`config.mk`:
```
export PLATFORM = sky130hd
export DESIGN_NAME = rls_front
export DESIGN_NICKNAME = d
export VERILOG_FILES = /design/src/rtl/rls_pkg.sv /design/src/rtl/rls_front.sv
export SDC_FILE = /design/constraint.sdc
export NUM_CORES = 1
export LEC_CHECK = 0
export BUFFER_PORTS_ARGS = -buffer_cell sky130_fd_sc_hd__buf_2
export CAP_MARGIN = 25
export CORE_AREA = 2 2 86 96
export CTS_CLUSTER_DIAMETER = 60
export CTS_CLUSTER_SIZE = 12
export DETAILED_ROUTE_END_ITERATION = 7
export DIE_AREA = 0 0 88 98
export GPL_TIMING_DRIVEN = 0
export PLACE_DENSITY = 0.77
export SKIP_CTS_REPAIR_TIMING = 1
export SKIP_LAST_GASP = 1
export SYNTH_ARGS = -nofsm -noshare
export SYNTH_HDL_FRONTEND = slang
export SYNTH_SLANG_ARGS = --single-unit
export TNS_END_PERCENT = 30
```
`constraint.sdc`:
```
create_clock -name clk -period 4.8 [get_ports clk]
set_clock_uncertainty 0.1 [all_clocks]
set_input_delay 0.96 -clock clk [delete_from_list [all_inputs] [get_ports clk]]
set_output_delay 0.96 -clock clk [all_outputs]
set_load 0.05 [all_outputs]
```
`src/rtl/rls_pkg.sv`:
```
`timescale 1ns / 1ps
`default_nettype none
package rls_pkg;

  localparam logic [2:0] CMD_CLEAR   = 3'd0;
  localparam logic [2:0] CMD_APPEND  = 3'd1;
  localparam logic [2:0] CMD_NEW     = 3'd2;
  localparam logic [2:0] CMD_HYP     = 3'd3;
  localparam logic [2:0] CMD_EXTRACT = 3'd4;
  localparam logic [2:0] CMD_NONE    = 3'd5;

  localparam logic [1:0] ST_OK     = 2'd0;
  localparam logic [1:0] ST_REJECT = 2'd1;
  localparam logic [1:0] ST_FULL   = 2'd2;

  localparam logic [1:0] REG_FIT_DIST = 2'd0;
  localparam logic [1:0] REG_EXT_DIST = 2'd1;
  localparam logic [1:0] REG_MAX_HYP  = 2'd2;

  localparam logic [7:0] FIT_DIST_RST = 8'd5;
  localparam logic [7:0] EXT_DIST_RST = 8'd10;
  localparam logic [7:0] MAX_HYP_RST  = 8'd99;

  typedef struct packed {
    logic [7:0] fit_dist;
    logic [7:0] ext_dist;
    logic [7:0] max_hyp;
  } cfg_t;

endpackage
`default_nettype wire

```
`src/rtl/rls_front.sv`:
```
`timescale 1ns / 1ps
`default_nettype none
module rls_front #(
  parameter int COORD_BITS = 11,
  parameter int IDX_W      = 12,
  parameter int IN_W       = 48
) (
  input  wire logic                  clk,
  input  wire logic                  rst_n,
  input  wire logic                  in_tvalid,
  output logic                       in_tready,
  input  wire logic [IN_W-1:0]       in_tdata,
  input  wire logic [2:0]            in_tuser,
  output logic                       q_valid,
  input  wire logic                  q_pop,
  output logic      [2:0]            q_cmd,
  output logic      [COORD_BITS-1:0] q_x,
  output logic      [COORD_BITS-1:0] q_y,
  output logic      [IDX_W-1:0]      q_ia,
  output logic      [IDX_W-1:0]      q_ib
);

  localparam int PAY_W = 2 * COORD_BITS + 2 * IDX_W;

  logic [2:0]       ent_cmd_r [2];
  logic [PAY_W-1:0] ent_pay_r [2];
  logic             wr_ptr_r;
  logic             rd_ptr_r;
  logic [1:0]       fill_r;
  logic [2:0]       kind;
  logic             push;
  logic             pop;

  // fold the unused command codes into one do-nothing kind
  always_comb begin
    case (in_tuser)
      rls_pkg::CMD_CLEAR, rls_pkg::CMD_APPEND, rls_pkg::CMD_NEW,
      rls_pkg::CMD_HYP, rls_pkg::CMD_EXTRACT: kind = in_tuser;
      default: kind = rls_pkg::CMD_NONE;
    endcase
  end

  assign in_tready = (fill_r != 2'd2);
  assign push      = in_tvalid && in_tready;
  assign q_valid   = (fill_r != 2'd0);
  assign pop       = q_pop && q_valid;

  always_ff @(posedge clk) begin
    if (!rst_n) begin
      wr_ptr_r <= 1'b0;
      rd_ptr_r <= 1'b0;
      fill_r   <= 2'd0;
    end else begin
      if (push) begin
        ent_cmd_r[wr_ptr_r] <= kind;
        ent_pay_r[wr_ptr_r] <= in_tdata[PAY_W-1:0];
        wr_ptr_r            <= ~wr_ptr_r;
      end
      if (pop) begin
        rd_ptr_r <= ~rd_ptr_r;
      end
      if (push && !pop) begin
        fill_r <= fill_r + 2'd1;
      end else if (pop && !push) begin
        fill_r <= fill_r - 2'd1;
      end
    end
  end

  assign q_cmd = ent_cmd_r[rd_ptr_r];
  assign q_x   = ent_pay_r[rd_ptr_r][COORD_BITS-1:0];
  assign q_y   = ent_pay_r[rd_ptr_r][2*COORD_BITS-1:COORD_BITS];
  assign q_ia  = ent_pay_r[rd_ptr_r][2*COORD_BITS+IDX_W-1:2*COORD_BITS];
  assign q_ib  = ent_pay_r[rd_ptr_r][PAY_W-1:2*COORD_BITS+IDX_W];

endmodule
`default_nettype wire

```
[Yosys cells after proc, flatten, opt, wreduce, memory -nomap -nowiden]
Memory sizes are Yosys's and may differ from the RTL's. A register that Yosys moved wholly into a read port is not among the register bits.
Index checks and enable logic that the tools add are counted.
Storage, ports and cells
  register bits: 4
  bits in writable memories: 98
  input port bits: 55
  output and inout port bits: 51
  memories kept: 2
Cells by class
  $add $sub $neg: 2
  equal/unequal tests: 5
  mux-type cells: 10
  bitwise gates (word level): 2
  reductions and logical operators: 10
Memories
  ent_pay_r: words 2, bits a word 46, read ports 1, clocked after Yosys merged registers in 1, write ports 1, RTL line rls_front.sv:26  | logic [PAY_W-1:0] ent_pay_r [2];
  ent_cmd_r: words 2, bits a word 3, read ports 1, clocked after Yosys merged registers in 1, write ports 1, RTL line rls_front.sv:25  | logic [2:0] ent_cmd_r [2];
Operator list (number)
  2-to-1 mux 1 bit: 7
  == test 3 x 2 -> 1 bit, second input constant: 2
  OR reduction 5 bit: 1
  logical AND 1 bit: 4
  2-to-1 mux 2 bit: 2
  nonzero test 2 bit: 2
  == test 3 x 1 -> 1 bit, second input constant: 1
  == test 3 bit, second input constant: 1
  zero test 3 bit: 1
  2-to-1 mux 3 bit: 1
  adder 2 x 1 -> 2 bit, second input constant: 1
  zero test 1 bit: 2
  inequality test 2 bit, second input constant: 1
  NOT 1 bit: 2
  subtractor 2 x 1 -> 2 bit, second input constant: 1

[Depth between registers and ports, before layout]
  word-level depth: 6
  gate-level depth with buffers: 6
  depth with buffers taken out: 6

[Worst setup path before layout]
Ideal clock, no wire load.
  kind: input to register
  from: in rst_n
  to: mem ent_cmd_r[0][0] (enable)
  arrival time: 3099 ps
  slack: 1145 ps
  cell stages on the path: 2
  path buffers: 0
  cells stage by stage: nand3_1 > nor2_1
On the way
  word-level cells in the longest chain between the ends: 2
RTL lines
  start: declaration: RTL line rls_front.sv:9  | input wire logic rst_n,
  2-to-1 mux 1 bit: RTL line rls_front.sv:49  | if (!rst_n) begin
  2-to-1 mux 1 bit (implied by the code): RTL line rls_front.sv:55  | ent_cmd_r[wr_ptr_r] <= kind;
  end: declaration: RTL line rls_front.sv:25
Every way passes these cells.

==> summary.txt <==
CRITICAL PATH
------------------------------------------------------------------------------
WP data arrival                                                        1.66 ns
Worst R2R Setup Slack                                                  2.77 ns
Type of origin of the critical path                                       flop
CP Capture Type                                                   primary output
CP max-delay cell                                                 sky130_fd_sc_hd__dfxtp_1
Critical setup path kind                                          flop to primary output
Critical Path Max Stage Delay                                          0.37 ns
Data required time of the worst path                                   3.74 ns
Highest fanout seen on the critical path                                    10
Cell-by-cell trace of the critical path                           buf_4 -> buf_6 -> mux2_2 -> buf_2
Count of cells along the worst register-to-register path                     4

SYNTH
------------------------------------------------------------------------------
Number of synthesis warnings                                                 0
Largest cells by area after synthesis                             sky130_fd_sc_hd__edfxtp_1 (78%), sky130_fd_sc_hd__mux2_2 (15%), sky130_fd_sc_hd__dfxtp_1 (2.6%), sky130_fd_sc_hd__and2_1 (0.50%), sky130_fd_sc_hd__xnor2_1 (0.46%)
Gate count of the mapped netlist                                           182
Netlist area before placement                                        3780 um^2
Share of the synthesized area in the top cell type                       77.8%
Async S/R FF share, synth                                                   0%
Number of enable flip-flop cells after synthesis                            98
Sequential fraction of the synthesis area                                80.4%
Synth cell types                                                            22
Post-synthesis cell type with the largest combined area           sky130_fd_sc_hd__edfxtp_1
Most used flip-flop cell after synthesis                          sky130_fd_sc_hd__edfxtp_1
Nets in the synthesized netlist                                            238
Library cell with the highest instance count after synthesis      sky130_fd_sc_hd__edfxtp_1
Mapped Avg Cell Area                                                 20.8 um^2
Commonest cells in the synthesized netlist                        sky130_fd_sc_hd__edfxtp_1 (98), sky130_fd_sc_hd__mux2_2 (49), sky130_fd_sc_hd__dfxtp_1 (5)
Number of storage elements in the synthesis netlist                        103

STA
------------------------------------------------------------------------------
Unrepaired setup endpoints after global routing                          false
Final period demand of the worst path                                  2.72 ns
Final count of pins violating max slew                                       0
Tightest slew margin relative to the limit                               56.3%
Endpoints failing hold                                                       0
Fmax achieved                                                          367 MHz
Worst-case setup margin in the final layout                            2.08 ns
Transition time of the tightest slew-check pin                        0.654 ns
Final setup violating endpoints                                              0
Part of the cycle the worst path needs                                   56.7%

ROUTE
------------------------------------------------------------------------------
Count of nets left with antenna violations after detail routing              0
Aggregate routed wire length                                           6260 um
Length of the first detailed-routing pass in iterations                      4
DRC violation count after routing                                            0
Total number of vias                                                     1,974
Routed via count divided by cell count                                    4.80
DR iter-0 viols                                                             81
Routed WL per cell                                                     15.2 um

POWER
------------------------------------------------------------------------------
P_int                                                                0.00154 W
Sw Share                                                                 37.6%
Seq pwr share                                                            44.3%
Logic pwr share                                                          36.2%
Clk pwr share                                                            19.5%
Worst-case vdd ir drop                                                0.353 mV
Static leakage                                                         1.72 nW
Total power divided by cell area                                   531 nW/um^2
Net switching component of the power                                0.000931 W

FLOORPLANNING
------------------------------------------------------------------------------
Number of primary I/O pins                                                 106
Initial Util                                                             49.2%
Die boundary width                                                       88 um
Full die area                                                        8620 um^2
Core Area                                                            7700 um^2
Cell row count                                                              34
Die Span Y                                                               98 um

GLOBAL ROUTE
------------------------------------------------------------------------------
Wire length of the first global-routing pass                           9600 um
GRT busiest layer                                                         met2
Grt total ovfl                                                               0
Largest net degree at the start of global routing                           30
Met1 usage in global routing                                             17.7%
Initial antenna violation count                                              0
Fraction of met3 tracks used by global routing                           4.73%
Via count of the first global-routing pass                               2,054
Met2 capacity usage during global routing                                25.7%
Combined global-route utilization of all metal layers                    14.9%

CLOCKING
------------------------------------------------------------------------------
CTS H-tree depth                                                             3
Sinks on the clock net                                                     103
CTS tree                                                                  done
Clock tree root buffer cell                                       sky130_fd_sc_hd__clkbuf_8
Number of buffers between clock root and the deepest sink                    2
Number of buffers inserted during clock tree synthesis                       9
CTS clock-pin slew for the worst setup and hold paths                  0.09 ns
Clock latency at the later pin of the worst-skew pair                  0.35 ns

PLACEMENT
------------------------------------------------------------------------------
Number of port buffers                                                     103
Last weighted congestion value of the routability-driven placer          0.702
Detailed-placement wirelength estimate                                 4190 um
Worst setup timing slack at the placement stage                        2.23 ns

LAYOUT
------------------------------------------------------------------------------
Number of nets in the final layout                                         354
Area Growth Syn to Fin                                                   23.1%
Final core utilization                                                   60.5%
Ant. Diodes                                                                  0
Share of post-route cells with drive strength above 1                    58.4%

HOLD PATH
------------------------------------------------------------------------------
Min-Delay Path Class                                              flop to flop
Worst hold path depth                                                        2

OUTCOME
------------------------------------------------------------------------------
Result of the run                                                    completed

JOB
------------------------------------------------------------------------------
Maximum Capacitance Violations                                               0

[final timing paths]
path / from / endpoint
setup / recovery: flop / q_ib[6]
setup reg to reg: fill_r[0]$_SDFFE_PN0P_ / ent_pay_r[1][12]$_DFFE_PP_
hold reg to reg: fill_r[1]$_SDFFE_PN0P_ / fill_r[1]$_SDFFE_PN0P_
hold / removal: fill_r[1]$_SDFFE_PN0P_ / fill_r[1]$_SDFFE_PN0P_
[metrics by stage]
| stage | instances | cell area, um^2 | setup TNS, ns | hold WS, ns | total power [W] |
|---|---|---|---|---|---|
| 2_1_floorplan | 182 | 3780 | 0 | 0.366 | 0.00183 |
| 6_report | 411 | 4660 | 0 | 0.434 | 0.00248 |
| 5_1_grt | 411 | 4660 | 0 | 0.480 | 0.00258 |
| 4_1_cts | 411 | 4660 | 0 | 0.436 | 0.00250 |
| 3_3_place_gp | 393 | 4440 | -3.10 | 0.377 | 0.00200 |
| 3_5_place_dp | 395 | 4480 | 0 | 0.421 | 0.00202 |
[power groups by stage]
stage               clock [W]  sequential [W]  combinational, W
global placement            0         0.00112          0.000885
finish               0.000482         0.00110          0.000896
CTS                  0.000493         0.00110          0.000908
floorplan                   0         0.00111          0.000715
global route         0.000531         0.00111          0.000945
detailed placement          0         0.00112          0.000905
[cell usage in the layout (no fill, tap or decap)]
cell type,Yosys,routed
sky130_fd_sc_hd__and3_2,0,1
sky130_fd_sc_hd__o21ai_1,1,1
sky130_fd_sc_hd__clkinv_4,0,1
sky130_fd_sc_hd__ha_1,1,1
sky130_fd_sc_hd__nor2b_1,2,2
sky130_fd_sc_hd__nor2_4,0,1
sky130_fd_sc_hd__mux2_2,49,49
sky130_fd_sc_hd__clkbuf_8,0,10
sky130_fd_sc_hd__xor2_1,1,1
sky130_fd_sc_hd__a21o_1,1,1
sky130_fd_sc_hd__buf_12,0,2
sky130_fd_sc_hd__clkinv_2,0,2
sky130_fd_sc_hd__buf_4,1,1
sky130_fd_sc_hd__and2_1,3,3
sky130_fd_sc_hd__edfxtp_1,98,98
sky130_fd_sc_hd__nor2_1,2,1
sky130_fd_sc_hd__xnor2_1,2,2
sky130_fd_sc_hd__or2_2,1,1
sky130_fd_sc_hd__buf_2,3,106
sky130_fd_sc_hd__dfxtp_1,5,5
sky130_fd_sc_hd__clkbuf_1,1,2
sky130_fd_sc_hd__or3_1,2,2
sky130_fd_sc_hd__clkinvlp_4,0,2
sky130_fd_sc_hd__a21boi_1,2,2
sky130_fd_sc_hd__inv_1,2,2
sky130_fd_sc_hd__o21ai_0,2,2
sky130_fd_sc_hd__buf_6,1,1
sky130_fd_sc_hd__nand3_1,1,1
[critical path: cells and delay by family, from the launching register on]
family,cells,cell delay (ns)
buf+inv,3,0.60
flops,1,0.37
mux,1,0.34
[layer usage]
metal  share of wire (%)  vias up
met5                   0        -
met3                 5.4        9
met4                 1.1        0
met1                  41      963
met2                  53       64
li1                    -      938
[area by class of cell]
cell class	instances	area, um^2
flip-flops and latches	103	3040
fillers	591	3040
multi-input cells	71	706
repair buffers	105	556
clock buffers	11	141
well taps	108	135
plain buffers	6	37.5
clock inverters	5	33.8
inverters	2	7.51
[flip-flops by register name, summed over array words and instances (netlist names), named ones only]
name / cells
fill_r: 2
rd_ptr_r: 1
ent_cmd_r: 6
wr_ptr_r: 1
ent_pay_r: 92
[logic make-up (layout without fill, tap and decap cells)]
| family | count (synthesis) | after routing | synth area share [%] |
|---|---|---|---|
| buffers and inverters | 8 | 129 | 1.19 |
| AND/OR/NAND/NOR | 12 | 12 | 1.82 |
| multiplexers | 49 | 49 | 14.6 |
| AO/OA/AOI/OAI | 6 | 6 | 0.992 |
| XOR/XNOR | 3 | 3 | 0.694 |
| flip-flops | 103 | 103 | 80.4 |
| adder cells (fa/ha/maj) | 1 | 1 | 0.331 |
Note: power is estimated with default switching activity, not from simulation.
